File: src/rtl/core/sls_pkg.sv
`timescale 1ns / 1ps

package sls_pkg;

    localparam int DEFAULT_CAPACITY = 64;
    localparam int VALUE_W          = 32;
    localparam int POS_FIELD_W      = 6;
    localparam int COUNT_FIELD_W    = 7;
    localparam int CHUNK_W          = 8;

    typedef logic [1:0] op_t;
    typedef logic [1:0] status_t;

    localparam op_t OP_INSERT = 2'd0;
    localparam op_t OP_DELETE = 2'd1;
    localparam op_t OP_FIND   = 2'd2;
    localparam op_t OP_CLEAR  = 2'd3;

    localparam status_t ST_OK     = 2'd0;
    localparam status_t ST_RANGE  = 2'd1;
    localparam status_t ST_FULL   = 2'd2;
    localparam status_t ST_ABSENT = 2'd3;

    typedef struct packed {
        logic               ins;
        logic               del;
        logic [VALUE_W-1:0] value;
    } cell_cmd_t;

    typedef struct packed {
        logic done;
        logic found;
    } find_res_t;

endpackage

File: src/rtl/core/sls_find.sv
`timescale 1ns / 1ps

module sls_find #(
    parameter int NCH = 8,
    parameter int FPW = 6
) (
    input  logic                               aclk,
    input  logic                               aresetn,
    input  logic                               start,
    input  logic [NCH*sls_pkg::CHUNK_W-1:0]    match_vec,
    output sls_pkg::find_res_t                 res,
    output logic [FPW-1:0]                     pos
);

    localparam int VW  = NCH * sls_pkg::CHUNK_W;
    localparam int CHW = FPW - 3;
    localparam logic [CHW-1:0] LAST_CH = CHW'(NCH - 1);

    logic [VW-1:0]  vec_reg;
    logic [VW-1:0]  vec_next;
    logic [CHW-1:0] ch_reg;
    logic [CHW-1:0] ch_next;
    logic           busy_reg;
    logic           busy_next;
    logic [2:0]     enc;
    logic           any;
    logic [sls_pkg::CHUNK_W-1:0] low;

    assign low = vec_reg[sls_pkg::CHUNK_W-1:0];
    assign any = |low;

    always_comb begin
        enc = 3'd0;
        for (int k = sls_pkg::CHUNK_W - 1; k >= 0; k--) begin
            if (low[k]) begin
                enc = 3'(k);
            end
        end
    end

    assign res.done  = busy_reg && (any || ch_reg == LAST_CH);
    assign res.found = any;
    assign pos       = {ch_reg, enc};

    always_comb begin
        vec_next  = vec_reg;
        ch_next   = ch_reg;
        busy_next = busy_reg;
        if (start) begin
            vec_next  = match_vec;
            ch_next   = '0;
            busy_next = 1'b1;
        end else if (res.done) begin
            busy_next = 1'b0;
        end else if (busy_reg) begin
            vec_next = vec_reg >> sls_pkg::CHUNK_W;
            ch_next  = ch_reg + 1'b1;
        end
    end

    always_ff @(posedge aclk) begin
        if (!aresetn) begin
            busy_reg <= 1'b0;
        end else begin
            busy_reg <= busy_next;
        end
        vec_reg <= vec_next;
        ch_reg  <= ch_next;
    end

endmodule

File: config.mk
export PLATFORM = sky130hd
export DESIGN_NAME = sls_find
export DESIGN_NICKNAME = d
export VERILOG_FILES = /design/src/rtl/core/sls_pkg.sv /design/src/rtl/core/sls_find.sv
export SDC_FILE = /design/constraint.sdc
export NUM_CORES = 1
export LEC_CHECK = 0
export BUFFER_PORTS_ARGS = -buffer_cell sky130_fd_sc_hd__buf_2
export CORE_UTILIZATION = 50
export CTS_CLUSTER_DIAMETER = 120
export DETAILED_ROUTE_END_ITERATION = 8
export HOLD_SLACK_MARGIN = 0.08
export PLACE_DENSITY = 0.76
export SYNTH_ARGS = -nofsm -noshare
export SYNTH_HDL_FRONTEND = slang
export SYNTH_SLANG_ARGS = --single-unit
File: constraint.sdc
create_clock -name aclk -period 4.4 [get_ports aclk]
set_clock_uncertainty 0.15 [all_clocks]
set_input_delay 0.22 -clock aclk [delete_from_list [all_inputs] [get_ports aclk]]
set_output_delay 0.22 -clock aclk [all_outputs]
set_load 0.1 [all_outputs]
==> out/metrics.cfg <==
[clock_tree]
cts_max_level=3
cts_buffer_depth=2
cts_sinks=68
clk_pin_slew_ns=0.06
clk_latency_ns=0.33
cts_resized=0
cts_buffers=9
root_buffer=clkbuf_8
cts_tree=done

[route]
route.met3.wl_um=306
wl_met1_um=2330
drt.antenna.violating_nets=0
drtIter0Drc=83
wl_per_cell_um=14.7
via_per_inst=4.89
wl_met2_um=2990
num_vias=1912
top_layer=met4
wl_um=5730
firstDrtPassIters=4
drcViolationCount=0

[yosys]
synthCells=170
syn-num-nets=239
yosysTopAreaCell=edfxtp_1
yosysUniqueCellTypes=22
netlist_area_um2=2940
syn_avg_cell_area_um2=17.3
synth_area_leaders=edfxtp_1 65%, mux2_2 21%, dfxtp_1 2.7%
seq_area_frac_synth_pct=68.1
synth_top_area_share_pct=65.4
yosysWarnings=0
ys_seq_elements=68

[min_path]
hold_path_depth=4
hold_start=start
hold_path_class=primary input to register

[setup_path]
r2r_start=vec_reg[3]
crit_slowest_cell=nand2_2
end_kind=register
arrival_ns=2.63
cp_num_cells=4
path_max_fanout=45
crit_required_ns=4.26
worstReg2RegEnd=vec_reg[14]
rrSetupSlack_ns=1.63
worst_path_largest_cell_delay_ns=0.76
worst-path-buf-inv=1
worstRegToRegCells=4
cpLargestDelayFamily=simple AND/OR/NAND/NOR gates
crit_path_end=vec_reg[14]
worstSetupStartpoint=vec_reg[3]
crit_chain=nor4_4 > nand4b_4 > nand2_2 > buf_4
start_kind=register
critPathKind=register to register

[timing]
finalHoldViolations=0
clock.fmax_ghz=0.361
fin_setup_tns_ns=0
setup_viol=0
period_share_pct=62.9
fin_crit_ns=2.77
slew_viol_final=0
slew_headroom_pct=32.6
rsz0062_at_grt=false
worst_slew_pin_slew_ns=1.01

[pwr]
p_int_mw=1.09
p_per_area_nw_per_um2=330
p_leak_nw=1.68
switching_power_mw=0.291
power.share.clock_pct=30.6
combPwrFrac_pct=13.1
p_seq_share_pct=56.4
peakVddDrop_v=0.000237
p_sw_share_pct=21.1

[final_layout]
final_common_cell=buf_2
largest_reg_flops=64
fin_cells=391
final_cell_mix=74 x buf_2, 65 x dlygate4sd3_1, 64 x edfxtp_1, 56 x mux2_2, 10 x clkbuf_8
antenna_cells=0
regArea_um2=2000
finish.net_count=383
final_util_pct=75.2
fill_cells=371
areaGrowthSynthToFinish_pct=42.5
drive_above_1_share_pct=46.1
multi_input_area_um2=890

[run_status]
status=complete, no violations

[floorplanning]
die_x_um=78.7
die_area_um2=6190
coreArea_um2=5570
die-height_um=78.7
ios=75
num_rows=27
initial_core_util_pct=52.7

[global_routing]
gr-usage-all-layers_pct=20.5
grt_max_degree=66
grt_pass1_wl_um=9210
grt_pass1_vias=2017
overflow=0
antenna_found_initial=0

[place]
place_inst=310
routabilityCongestion=0.725
dp_hpwl_um=3060
port_buffers=74

[flow_run]
cap_violations=0

## logic make-up (layout without fill, tap and decap cells)
| kind of cell | Yosys count | count (layout) | synth area share [%] |
|---|---|---|---|
| compound gates | 6 | 6 | 1.19 |
| fa+ha+maj | 2 | 2 | 0.851 |
| buf+inv | 11 | 160 | 1.74 |
| flops | 68 | 68 | 68.1 |
| mux | 56 | 56 | 21.4 |
| simple gates | 27 | 27 | 6.68 |
## metal layers
metal  GRT usage, %  up-vias
li1               -      937
met1           22.0      895
met2           36.6       67
met3           6.74       13
met4           8.52        0
met5              0        -
## cell usage after synthesis
cell / count
edfxtp_1: 64
mux2_2: 56
and2_1: 9
buf_2: 5
nand2_1: 5
dfxtp_1: 4
inv_1: 3
nand3_1: 3
nor3_1: 3
a21oi_1: 2
clkbuf_1: 2
ha_1: 2
nor4_4: 2
o21ai_1: 2
and2b_2: 1
buf_4: 1
nand2b_1: 1
nand4b_4: 1
nor2_1: 1
o21a_1: 1
o21bai_1: 1
or3_1: 1
## worst min-delay path: cells and delay by family
kind                   cells  cell delay, ns
AOI/OAI and AO/OA          1            0.05
buffers and inverters      2            0.21
and+or+nand+nor            1            0.08
## power by group through the flow
stage / registers, mW / logic (mW) / clock network, mW
detailed placement: 0.792 / 0.133 / 0
global placement: 0.789 / 0.131 / 0
floorplan: 0.788 / 0.0907 / 0
finish: 0.778 / 0.181 / 0.422
CTS: 0.778 / 0.178 / 0.439
global route: 0.782 / 0.194 / 0.466
## worst min path at each step
stage                endpoint  slack, ns
global route        ch_reg[1]       0.15
floorplan            busy_reg       0.19
detailed placement   busy_reg       0.29
finish              ch_reg[1]       0.14
CTS                 ch_reg[1]       0.13
global placement     busy_reg       0.27
## through the flow
step / cell area, um^2 / hold slack [ns] / worst slack, ns / total power [mW]
2_1_floorplan: 2940 / 0.192 / 0.906 / 0.879
3_3_place_gp: 3380 / 0.275 / 1.68 / 0.920
3_5_place_dp: 3380 / 0.285 / 1.61 / 0.925
4_1_cts: 4190 / 0.132 / 1.59 / 1.39
5_1_grt: 4190 / 0.151 / 1.43 / 1.44
6_report: 4190 / 0.135 / 1.63 / 1.38
## cell type report
cell class / count / share of cell area, %
Inverter: 3 / 0.269
Clock buffer: 16 / 3.82
Sequential cell: 68 / 47.8
Tap cell: 72 / 2.15
Timing Repair Buffer: 141 / 24.7
Multi-Input combinational cell: 91 / 21.2
## timing repair
action                                  in CTS  in global routing
setup buffers                                0                  0
endpoints found under the setup margin       0                  0
endpoints found under the hold margin       65                  0
hold buffers                                65                  0
No activity file was read; power rests on OpenSTA's default activity.
