File: src/rtl/core/sls_pkg.sv
`timescale 1ns / 1ps

package sls_pkg;

    localparam int DEFAULT_CAPACITY = 64;
    localparam int VALUE_W          = 32;
    localparam int POS_FIELD_W      = 6;
    localparam int COUNT_FIELD_W    = 7;
    localparam int CHUNK_W          = 8;

    typedef logic [1:0] op_t;
    typedef logic [1:0] status_t;

    localparam op_t OP_INSERT = 2'd0;
    localparam op_t OP_DELETE = 2'd1;
    localparam op_t OP_FIND   = 2'd2;
    localparam op_t OP_CLEAR  = 2'd3;

    localparam status_t ST_OK     = 2'd0;
    localparam status_t ST_RANGE  = 2'd1;
    localparam status_t ST_FULL   = 2'd2;
    localparam status_t ST_ABSENT = 2'd3;

    typedef struct packed {
        logic               ins;
        logic               del;
        logic [VALUE_W-1:0] value;
    } cell_cmd_t;

    typedef struct packed {
        logic done;
        logic found;
    } find_res_t;

endpackage

File: src/rtl/core/sls_cell.sv
`timescale 1ns / 1ps

module sls_cell #(
    parameter int INDEX = 0,
    parameter int PW    = 7,
    parameter int CW    = 7
) (
    input  logic                       aclk,
    input  sls_pkg::cell_cmd_t         cmd,
    input  logic [PW-1:0]              pos,
    input  logic [CW-1:0]              count,
    input  logic [sls_pkg::VALUE_W-1:0] prev_data,
    input  logic [sls_pkg::VALUE_W-1:0] next_data,
    output logic [sls_pkg::VALUE_W-1:0] data,
    output logic                       match
);

    localparam logic [PW-1:0] IDX_P = PW'(INDEX);
    localparam logic [CW-1:0] IDX_C = CW'(INDEX);

    logic [sls_pkg::VALUE_W-1:0] data_reg;
    logic [sls_pkg::VALUE_W-1:0] data_next;

    always_comb begin
        data_next = data_reg;
        if (cmd.ins) begin
            if (IDX_P > pos) begin
                data_next = prev_data;
            end else if (IDX_P == pos) begin
                data_next = cmd.value;
            end
        end else if (cmd.del && IDX_P >= pos) begin
            data_next = next_data;
        end
    end

    always_ff @(posedge aclk) begin
        data_reg <= data_next;
    end

    assign data  = data_reg;
    assign match = (data_reg == cmd.value) && (IDX_C < count);

endmodule

File: config.mk
export PLATFORM = sky130hd
export DESIGN_NAME = sls_cell
export DESIGN_NICKNAME = d
export VERILOG_FILES = /design/src/rtl/core/sls_pkg.sv /design/src/rtl/core/sls_cell.sv
export SDC_FILE = /design/constraint.sdc
export NUM_CORES = 1
export LEC_CHECK = 0
export ABC_CLOCK_PERIOD_IN_PS = 12000
export BUFFER_PORTS_ARGS = -buffer_cell sky130_fd_sc_hd__clkbuf_2
export CAP_MARGIN = 20
export CORE_MARGIN = 2
export CORE_UTILIZATION = 43
export CTS_BUF_LIST = sky130_fd_sc_hd__clkbuf_4
export DETAILED_ROUTE_END_ITERATION = 16
export PLACE_DENSITY = 0.88
export SLEW_MARGIN = 20
export SYNTH_ARGS = -nofsm -noshare
export SYNTH_HDL_FRONTEND = slang
export SYNTH_SLANG_ARGS = --single-unit
File: constraint.sdc
create_clock -name aclk -period 12 [get_ports aclk]
set_input_delay 0.6 -clock aclk [delete_from_list [all_inputs] [get_ports aclk]]
set_output_delay 0.6 -clock aclk [all_outputs]
set_load 0.05 [all_outputs]
==> results of run 1 <==
## synth_stat cells
library cell,instances,area share
nor3_1,1,0.0029
edfxtp_1,32,0.55
mux2_2,32,0.21
xor2_1,28,0.14
a2111oi_2,1,0.0086
clkbuf_1,1,0.0022
nand4_1,2,0.0072
nor4_1,7,0.025
buf_2,3,0.0086
o21ai_0,1,0.0029
xnor2_1,4,0.020
nand3_1,1,0.0029
nor4_2,3,0.022
## through the flow
stage	power (mW)	worst slack [ps]	area [µm²]	utilization	std cells
after floorplan	0.145	7300	1740	-	116
after global placement	0.162	8950	2370	0.600	276
after detailed placement	0.163	8940	2370	0.600	276
after CTS	0.225	9170	2420	0.615	284
after global routing	0.232	9090	2420	0.615	284
final	0.222	9210	2420	0.615	284
## power groups by stage
stage,clock (mW),sequential (mW),combinational [mW]
finish,0.0623,0.125,0.0351
global route,0.0693,0.125,0.0383
CTS,0.0649,0.125,0.0356
detailed placement,0,0.127,0.0356
global placement,0,0.127,0.0343
floorplan,0,0.129,0.0161
## final cells by class
cell class | count | area (µm²) | area share
timing repair buffer | 114 | 573 | 0.236
clock buffer | 6 | 45.0 | 0.0186
tap | 50 | 62.6 | 0.0258
sequential | 32 | 961 | 0.396
clock inverter | 2 | 11.3 | 0.00465
multi-input combinational | 80 | 771 | 0.318
## per-layer routing
metal	GRT usage	up-vias	wire length [µm]
li1	-	682	-
met1	0.212	631	1580
met2	0.297	69	2130
met3	0.0733	5	366
met4	0.0765	0	46
met5	0	-	0
## worst paths after layout
check	to	slack (ps)
worst max-delay path	match	9210
worst min-delay path	data[15]$_DFFE_PP_	560
## cells by family (layout without fill, tap and decap cells)
group,count (synthesis),after routing
buf+inv,4,122
xor+xnor,32,32
mux,32,32
compound gates,2,2
flops,32,32
simple gates,14,14
==> impl_summary.log, run 1 <==
INFO  metric critPathCaptureType = primary output
INFO  metric status = complete, no violations
INFO  metric synth_adder_area_share = 0
INFO  metric hold_start = next_data[15]
INFO  metric clockRootBuffer = clkbuf_4
INFO  metric cpLargestDelayFamily = simple AND/OR/NAND/NOR gates
INFO  metric swShare = 0.238
INFO  metric max-cap-violations = 0
INFO  metric placement.io_buffers = approximately 110
INFO  metric synth-seq-area-share = 0.551
INFO  metric power.ir.vdd_worst = between 0.06 and 0.07 mV
INFO  metric sequentialPowerShare = 0.561
INFO  metric nFillCells = approximately 300
INFO  metric synth_simple_gate_area_share = 0.0595
INFO  metric yosys_register_bits = 32
INFO  metric hp-class = in -> reg
INFO  metric drt_iter0_markers = 40
INFO  metric grt_antenna_before_repair = 0
INFO  metric cp_slowest_stage_delay = about 430 ps
INFO  metric number_of_instances_in_the_synthesized_netlist = 116
INFO  metric route.vias.total = 1387
INFO  metric worstPathArrival = between 2000 and 2500 ps
INFO  metric max_reg_flops = 32
INFO  metric fin_hold_ws = 557 ps
INFO  metric setup_repair_after_global_routing_missed_its_margin = false
INFO  metric netSwitchingPower = 0.0529 mW
INFO  metric synthMuxAreaShare = 0.207
INFO  metric remaining_drc_errors = 0
INFO  metric most-common-layout-cells = clkbuf_2, mux2_2, edfxtp_1, xor2_1
INFO  metric clock_sink_count = 32
INFO  metric grt_start_max_net_pins = 34
INFO  metric final_net_count = 346
INFO  metric h-tree-depth = 2
INFO  metric type_of_origin_of_the_critical_path = register
INFO  metric routed_wl = about 4100 µm
INFO  metric clock.fmax = 359 MHz
INFO  metric cellInternalPower = 0.169 mW
INFO  metric drt-pass1-iter-count = 4
INFO  metric netlist-cell-type-count = 13
INFO  metric placeableCoreArea = 3940 µm²
INFO  metric globalRouteTotalUtil = 0.182
INFO  metric die_area = between 4000 and 5000 µm²
INFO  metric crit_buf_inv = 1
INFO  metric clkSlewWorstSetupHoldPaths = 110 ps
INFO  metric slew_worst_pin = 898 ps
INFO  metric std_cell_rows = 23
INFO  metric cts_resized = 0
INFO  metric clock_path_buffers = 2
INFO  metric final_hold_fails = 0
INFO  metric synth_nets = 229
INFO  metric die_x = 67.7 µm
INFO  metric power.static_leakage = 1.05 nW
INFO  metric timing.hold.worst_path_depth = 2
INFO  metric crit_start = data[3]$_DFFE_PP_
INFO  metric post-route-period-util = 0.232
INFO  metric postSynthAreaPerCell = 15.0 µm²
INFO  metric power_per_cell_area = 91.7 nW/µm²
INFO  metric area_delta_synth_final = 39.0%
INFO  metric post_detailed_placement_half_perimeter_wirelength = roughly 3400 µm
INFO  metric ant_nets = 0
INFO  metric average_wire_per_standard_cell = around 15 µm
INFO  metric yosys.area_share.xor_xnor = 0.161
INFO  metric globalplace.congestion = 0.741
INFO  metric ios = ~150
INFO  metric slew-limit-headroom = 0.396
INFO  metric numCtsBuffers = 5
INFO  metric postCtsHoldBufs = 0
INFO  metric critPathRequiredTime = between 10000 and 15000 ps
INFO  metric antennaDiodeCount = 0
INFO  metric synth.cell_area = between 1500 and 2000 µm²
INFO  metric postCtsSetupBuffers = 0
INFO  metric cts_tree = yes
INFO  metric slowest_cell_on_the_critical_path = edfxtp_1
INFO  metric finalSetupViolCount = 0
INFO  metric first_global_vias = 1308
INFO  metric comb_power_share = 0.158
INFO  metric crit_type = reg -> out
INFO  metric fin_crit = around 2800 ps
INFO  metric synth-compound-area-share = 0.0115
INFO  metric drive_above_1_share = 0.675
INFO  metric grt_pass1_wl = 5840 µm
INFO  metric layout_commonest_cell = clkbuf_2
INFO  metric grt_remaining_overflow = 0
INFO  metric route.detailed.vias_per_inst = 4.88
INFO  metric initial_utilization = 0.442
INFO  metric worst-path-stages = 5
INFO  metric fin_tns_setup = 0 ps
INFO  metric power.clock.fraction = 0.280
INFO  metric crit_path_max_fanout = 2
INFO  metric dieHeight = 67.7 µm
INFO  metric synth-warning-count = 0
INFO  metric synth_top_family_by_area = multiplexers
INFO  metric maxSlewViolCount = 0
INFO  metric crit_path_cell_trace = xor2_1, nor4_1, nand4_1, a2111oi_2, clkbuf_2
Power figures use the tool's default switching activity.
==> run 2: changes to the inputs <==
--- a/config.mk
+++ b/config.mk
@@ -5,14 +5,14 @@
 export SDC_FILE = /design/constraint.sdc
 export NUM_CORES = 1
 export LEC_CHECK = 0
-export ABC_CLOCK_PERIOD_IN_PS = 12000
+export ABC_CLOCK_PERIOD_IN_PS = 2500
 export BUFFER_PORTS_ARGS = -buffer_cell sky130_fd_sc_hd__clkbuf_2
 export CAP_MARGIN = 20
 export CORE_MARGIN = 2
-export CORE_UTILIZATION = 43
+export CORE_UTILIZATION = 36
 export CTS_BUF_LIST = sky130_fd_sc_hd__clkbuf_4
 export DETAILED_ROUTE_END_ITERATION = 16
-export PLACE_DENSITY = 0.88
+export PLACE_DENSITY = 0.79
 export SLEW_MARGIN = 20
 export SYNTH_ARGS = -nofsm -noshare
 export SYNTH_HDL_FRONTEND = slang
==> constraint.sdc (replaced) <==
create_clock -name aclk -period 2.5 [get_ports aclk]
set_input_delay 0.125 -clock aclk [delete_from_list [all_inputs] [get_ports aclk]]
set_output_delay 0.125 -clock aclk [all_outputs]
set_load 0.05 [all_outputs]
==> run 2 against run 1 <==
Against the previous run:
- via count is 1.2% higher
- utilization is 9.3 points lower
- cell count grew 1.8%
- non-clock buffer count grew 2
- combinational power increased to 4.9 times the previous value
- wire length is 0.75% higher
- sequential share of layout area decreased by 0.37 points
- sequential cell count did not move
- largest power group unchanged
- highest routed layer unchanged
==> impl_summary.log, run 2 (synthesis gave the netlist of run 1 again) <==
INFO  metric type_of_origin_of_the_critical_path = register (unchanged)
INFO  metric final_net_count = 348 (was 346)
INFO  metric average_wire_per_standard_cell = 14.4 µm (was 14.5 µm)
INFO  metric slew_worst_pin = 500 ps (was 898 ps)
INFO  metric remaining_drc_errors = 0 (unchanged)
INFO  metric cts_resized = 0 (unchanged)
INFO  metric hp-class = in -> reg (unchanged)
INFO  metric die_area = 5420 µm² (was 4580 µm²)
INFO  metric final_hold_fails = 0 (unchanged)
INFO  metric setup.worst_path.end = match (unchanged)
INFO  metric met1_usage = 0.173 (was 0.212)
INFO  metric clkSlewWorstSetupHoldPaths = 100 ps (was 110 ps)
INFO  metric cts_tree = yes (unchanged)
INFO  metric crit_start = data[12]$_DFFE_PP_ (was data[3]$_DFFE_PP_)
INFO  metric routed_wl = 4150 µm (was 4120 µm)
INFO  metric ant_nets = 0 (unchanged)
INFO  metric globalRouteTotalUtil = 0.152 (was 0.182)
INFO  metric route.vias.total = 1404 (was 1387)
INFO  metric worst-path-stages = 5 (unchanged)
INFO  metric max_reg_flops = 32 (unchanged)
INFO  metric grt_antenna_before_repair = 0 (unchanged)
INFO  metric h-tree-depth = 2 (unchanged)
INFO  metric slew-limit-headroom = 0.667 (was 0.396)
INFO  metric cp_slowest_stage_delay = 420 ps (was 430 ps)
INFO  metric dieHeight = 73.6 µm (was 67.7 µm)
INFO  metric grt_pass1_wl = 6140 µm (was 5840 µm)
INFO  metric crit_path_max_fanout = 2 (unchanged)
INFO  metric drive_above_1_share = 0.681 (was 0.675)
INFO  metric worstPathArrival = 2110 ps (was 2190 ps)
INFO  metric first_global_vias = 1406 (was 1308)
INFO  metric grt_start_max_net_pins = 21 (was 34)
INFO  metric power.static_leakage = 1.07 nW (was 1.05 nW)
INFO  metric power_per_cell_area = 430 nW/µm² (was 91.7 nW/µm²)
INFO  metric netSwitchingPower = 0.241 mW (was 0.0529 mW)
INFO  metric placeableCoreArea = 4690 µm² (was 3940 µm²)
INFO  metric postCtsHoldBufs = 0 (unchanged)
INFO  metric slowest_cell_on_the_critical_path = edfxtp_1 (unchanged)
INFO  metric finalPower = 1.05 mW (was 0.222 mW)
INFO  metric most_used_routing_layer = met2 (unchanged)
INFO  metric crit_type = reg -> out (unchanged)
INFO  metric power.clock.fraction = 0.268 (was 0.280)
INFO  metric critPathCaptureType = primary output (unchanged)
INFO  metric grtUsageMet2 = 0.273 (was 0.297)
INFO  metric post_detailed_placement_half_perimeter_wirelength = 3410 µm (was 3370 µm)
INFO  metric maxSlewViolCount = 0 (unchanged)
INFO  metric post-route-period-util = 0.895
INFO  metric finalSetupViolCount = 0 (unchanged)
INFO  metric fin_crit = 2240 ps
INFO  metric clock_path_buffers = 2 (unchanged)
INFO  metric crit_buf_inv = 1 (unchanged)
INFO  metric numCtsBuffers = 5 (unchanged)
INFO  metric globalplace.congestion = 0.707 (was 0.741)
INFO  metric postCtsSetupBuffers = 0 (unchanged)
INFO  metric grt_remaining_overflow = 0 (unchanged)
INFO  metric std_cell_rows = 25 (was 23)
INFO  metric initial_utilization = 0.372 (was 0.442)
INFO  metric crit_path_cell_trace = xor2_1, nor4_1, nand4_1, a2111oi_2, clkbuf_2 (unchanged)
INFO  metric power.ir.vdd_worst = 0.279 mV (was 0.0684 mV)
INFO  metric die_x = 73.6 µm (was 67.7 µm)
INFO  metric most-common-layout-cells = clkbuf_2, mux2_2, edfxtp_1, xor2_1 (unchanged)
INFO  metric route.detailed.vias_per_inst = 4.86 (was 4.88)
INFO  metric area_delta_synth_final = 40.2% (was 39.0%)
INFO  metric fin_tns_setup = 0 ps (unchanged)
INFO  metric cellInternalPower = 0.810 mW (was 0.169 mW)
INFO  metric grt_util_met3 = 0.0384 (was 0.0733)
INFO  metric clock_sink_count = 32 (unchanged)
INFO  metric drt-pass1-iter-count = 4 (unchanged)
INFO  metric drt_iter0_markers = 42 (was 40)
INFO  metric critPathRequiredTime = 2380 ps (was 11400 ps)
INFO  metric placement.io_buffers = 113 (unchanged)
INFO  metric clock.fmax = 447 MHz
INFO  metric comb_power_share = 0.162 (was 0.158)
INFO  metric ios = 146 (unchanged)
INFO  metric clockRootBuffer = clkbuf_4 (unchanged)
INFO  metric sequentialPowerShare = 0.570 (was 0.561)
INFO  metric cpLargestDelayFamily = simple AND/OR/NAND/NOR gates (unchanged)
INFO  metric hold_start = next_data[19] (was next_data[15])
INFO  metric antennaDiodeCount = 0 (unchanged)
INFO  metric setup_repair_after_global_routing_missed_its_margin = false (unchanged)
INFO  metric status = complete, no violations (unchanged)
INFO  metric swShare = 0.229 (was 0.238)
INFO  metric max-cap-violations = 0 (unchanged)
INFO  metric layout_commonest_cell = clkbuf_2 (unchanged)
-- run 2: cell types whose count changed in the layout (fill, tap and decap cells not counted), sizes merged --
cell | before | now
buf | 1 | 3
clkinvlp | 1 | 0
-- run 2: per-layer routing --
layer	part of all wire	wire [µm]
met5	0	0
met4	0.021	86
met3	0.059	244
met2	0.52	2170
met1	0.40	1660
-- run 2: cell type report --
cell class / instances / area (µm²)
Fill cell: 443 / 2250
Sequential cell: 32 / 961
Multi-Input combinational cell: 80 / 779
Timing Repair Buffer: 116 / 588
Tap cell: 54 / 67.6
Clock buffer: 6 / 45.0
Clock inverter: 1 / 5.00
-- run 2: metrics by stage --
stage	instance area [µm²]	hold WS (ps)	cells	utilization	setup slack (ps)
4_1_cts	2450	81.4	289	0.521	201
5_1_grt	2450	74.7	289	0.521	130
2_1_floorplan	1760	345	116	-	34.8
3_3_place_gp	2400	428	282	0.511	600
3_5_place_dp	2400	432	282	0.511	577
6_report	2450	98.1	289	0.521	263
-- run 2: power by group through the flow --
stage,clock network (mW),registers [mW],logic [mW]
2_1_floorplan,0,0.621,0.0775
3_3_place_gp,0,0.611,0.169
3_5_place_dp,0,0.611,0.173
4_1_cts,0.301,0.599,0.173
5_1_grt,0.326,0.599,0.187
6_report,0.282,0.599,0.171
-- run 2: worst min-delay path by stage --
stage	slack, ps	cells after the start	end
global placement	430	2	data[12]$_DFFE_PP_
finish	100	2	data[19]$_DFFE_PP_
global route	70	2	data[6]$_DFFE_PP_
floorplan	340	1	data[22]$_DFFE_PP_
CTS	80	2	data[19]$_DFFE_PP_
detailed placement	430	2	data[19]$_DFFE_PP_
==> run 3: changes to the inputs <==
--- a/config.mk
+++ b/config.mk
@@ -9,10 +9,10 @@
 export BUFFER_PORTS_ARGS = -buffer_cell sky130_fd_sc_hd__clkbuf_2
 export CAP_MARGIN = 20
 export CORE_MARGIN = 2
-export CORE_UTILIZATION = 36
-export CTS_BUF_LIST = sky130_fd_sc_hd__clkbuf_4
+export CORE_UTILIZATION = 35
 export DETAILED_ROUTE_END_ITERATION = 16
-export PLACE_DENSITY = 0.79
+export GPL_ROUTABILITY_DRIVEN = 0
+export PLACE_DENSITY = 0.77
 export SLEW_MARGIN = 20
 export SYNTH_ARGS = -nofsm -noshare
 export SYNTH_HDL_FRONTEND = slang
==> run 3 against run 2 <==
Against the previous run:
- die area grew 2.7%
- hold slack improved by 51 ps
- maximum frequency grew 0.62%
- critical path type unchanged
- highest routed layer unchanged
- first-iteration DRC count rose by 31%
- cell count up 4.8%
- sequential share of layout area decreased by 1.2 points
- largest cell class unchanged
- design area grew 3.0%
- utilization up 0.87 points
- critical endpoint unchanged
==> impl_summary.log, run 3 (synthesis gave the netlist of run 1 again) <==
INFO  metric postCtsHoldBufs = 0 (unchanged)
INFO  metric clockRootBuffer = clkbuf_8 (was clkbuf_4)
INFO  metric ant_nets = 0 (unchanged)
INFO  metric finalPower = 1.25 mW (was 1.05 mW)
INFO  metric route.vias.total = 1347 (was 1404)
INFO  metric type_of_origin_of_the_critical_path = register (unchanged)
INFO  metric max_reg_flops = 32 (unchanged)
INFO  metric cts_resized = 0 (unchanged)
INFO  metric multi_input_area = 779 µm² (unchanged)
INFO  metric dieHeight = 74.6 µm (was 73.6 µm)
INFO  metric crit_type = reg -> out (unchanged)
INFO  metric final_net_count = 348 (unchanged)
INFO  metric placement.io_buffers = 113 (unchanged)
INFO  metric detailedPlace.worstSlack = 566 ps (was 577 ps)
INFO  metric setup_repair_after_global_routing_missed_its_margin = false (unchanged)
INFO  metric layout_commonest_cell = clkbuf_2 (unchanged)
INFO  metric critPathCaptureType = primary output (unchanged)
INFO  metric h-tree-depth = 2 (unchanged)
INFO  metric final_cell_count_no_fill = 303 (was 289)
INFO  metric grt_remaining_overflow = 0 (unchanged)
INFO  metric average_wire_per_standard_cell = 13.0 µm (was 14.4 µm)
INFO  metric critPathRequiredTime = 2380 ps (about the same)
INFO  metric post-route-period-util = 0.889 (was 0.895)
INFO  metric sequential_cell_area = 961 µm² (unchanged)
INFO  metric most-common-layout-cells = clkbuf_2, mux2_2, edfxtp_1, xor2_1, nor4_1 (was clkbuf_2, mux2_2, edfxtp_1, xor2_1)
INFO  metric grt_start_max_net_pins = 22 (was 21)
INFO  metric die_area = 5560 µm² (was 5420 µm²)
INFO  metric maxSlewViolCount = 0 (unchanged)
INFO  metric post_detailed_placement_half_perimeter_wirelength = 3300 µm (was 3410 µm)
INFO  metric power_per_cell_area = 497 nW/µm² (was 430 nW/µm²)
INFO  metric ios = 146 (unchanged)
INFO  metric status = complete, no violations (unchanged)
INFO  metric route.detailed.vias_per_inst = 4.45 (was 4.86)
INFO  metric remaining_drc_errors = 0 (unchanged)
INFO  metric postLayoutCoreUtil = 0.530 (was 0.521)
INFO  metric drt_iter0_markers = 55 (was 42)
INFO  metric finalSetupViolCount = 0 (unchanged)
INFO  metric std_cell_rows = 25 (unchanged)
INFO  metric fin_tns_setup = 0 ps (unchanged)
INFO  metric fin_crit = 2220 ps (was 2240 ps)
INFO  metric clock_sink_count = 32 (unchanged)
INFO  metric die_x = 74.6 µm (was 73.6 µm)
INFO  metric slowest_cell_on_the_critical_path = edfxtp_1 (unchanged)
INFO  metric first_global_vias = 1390 (was 1406)
INFO  metric routed_wl = 3940 µm (was 4150 µm)
INFO  metric timing.final.ws_setup = 277 ps (was 263 ps)
INFO  metric grt_pass1_wl = 6080 µm (was 6140 µm)
INFO  metric numPlacedInstances = 295 (was 282)
INFO  metric area_delta_synth_final = 44.5% (was 40.2%)
INFO  metric postCtsSetupBuffers = 0 (unchanged)
INFO  metric crit_path_max_fanout = 2 (unchanged)
INFO  metric grt_antenna_before_repair = 0 (unchanged)
INFO  metric cts_tree = yes (unchanged)
INFO  metric power.ir.vdd_worst = 0.313 mV (was 0.279 mV)
INFO  metric nFillCells = 450 (was 443)
INFO  metric setup.worst_path.end = match (unchanged)
INFO  metric globalRouteTotalUtil = 0.145 (was 0.152)
INFO  metric clkSlewWorstSetupHoldPaths = 70 ps (was 100 ps)
INFO  metric drive_above_1_share = 0.678 (was 0.681)
INFO  metric final_hold_fails = 0 (unchanged)
INFO  metric slew-limit-headroom = 0.642 (was 0.667)
INFO  metric drt-pass1-iter-count = 4 (unchanged)
INFO  metric placeableCoreArea = 4750 µm² (was 4690 µm²)
INFO  metric clock.fmax = 450 MHz (was 447 MHz)
INFO  metric cp_slowest_stage_delay = 400 ps (was 420 ps)
INFO  metric initial_utilization = 0.367 (was 0.372)
INFO  metric crit_start = data[15]$_DFFE_PP_ (was data[12]$_DFFE_PP_)
INFO  metric hp-class = in -> reg (unchanged)
INFO  metric crit_path_cell_trace = xor2_1, nor4_1, nand4_1, a2111oi_2, clkbuf_2 (unchanged)
INFO  metric slew_worst_pin = 537 ps (was 500 ps)
INFO  metric worstPathArrival = 2100 ps (was 2110 ps)
INFO  metric clock_path_buffers = 2 (unchanged)
INFO  metric power.static_leakage = 1.09 nW (was 1.07 nW)
INFO  metric numCtsBuffers = 5 (unchanged)
INFO  metric max-cap-violations = 0 (unchanged)
INFO  metric antennaDiodeCount = 0 (unchanged)
## run 3: metal layers
layer | vias up | wire, µm | GRT usage | share of wire
li1 | 677 | - | - | -
met1 | 610 | 1510 | 0.166 | 0.38
met2 | 56 | 2180 | 0.262 | 0.55
met3 | 4 | 209 | 0.0420 | 0.053
met4 | 0 | 40 | 0.0417 | 0.010
met5 | - | 0 | 0 | 0
## run 3: worst min-delay path by stage
stage                   from                 end  slack (ps)  cells past startpoint
2_1_floorplan  next_data[22]  data[22]$_DFFE_PP_         340                      1
3_3_place_gp   next_data[12]  data[12]$_DFFE_PP_         430                      2
3_5_place_dp   next_data[24]  data[24]$_DFFE_PP_         430                      2
4_1_cts         next_data[2]   data[2]$_DFFE_PP_         140                      2
5_1_grt         next_data[6]   data[6]$_DFFE_PP_         140                      2
6_report       next_data[14]  data[14]$_DFFE_PP_         150                      2
## run 3: layout make-up
class,instances,share of cell area
multi-input cells,80,0.309
clock buffers,6,0.0288
flip-flops and latches,32,0.381
clock inverters,2,0.0139
repair buffers,116,0.233
well taps,67,0.0333
## run 3: metrics by stage
step | cell area [µm²] | hold slack, ps
2_1_floorplan | 1760 | 345
3_3_place_gp | 2410 | 428
3_5_place_dp | 2410 | 433
4_1_cts | 2520 | 140
5_1_grt | 2520 | 137
6_report | 2520 | 149
## run 3: critical path, delay by kind of cell, from the launching register on
kind                      cells  cell delay [ps]
and+or+nand+nor               2              610
DFF                           1              400
buffers and inverters         1              330
AOI/OAI and AO/OA             1              310
xor gates and xnor gates      1              160
## run 3: power breakdown
| part | switching (mW) | internal [mW] |
|---|---|---|
| Clock | 0.186 | 0.296 |
| Sequential | 0.00181 | 0.597 |
| Combinational | 0.0715 | 0.0987 |
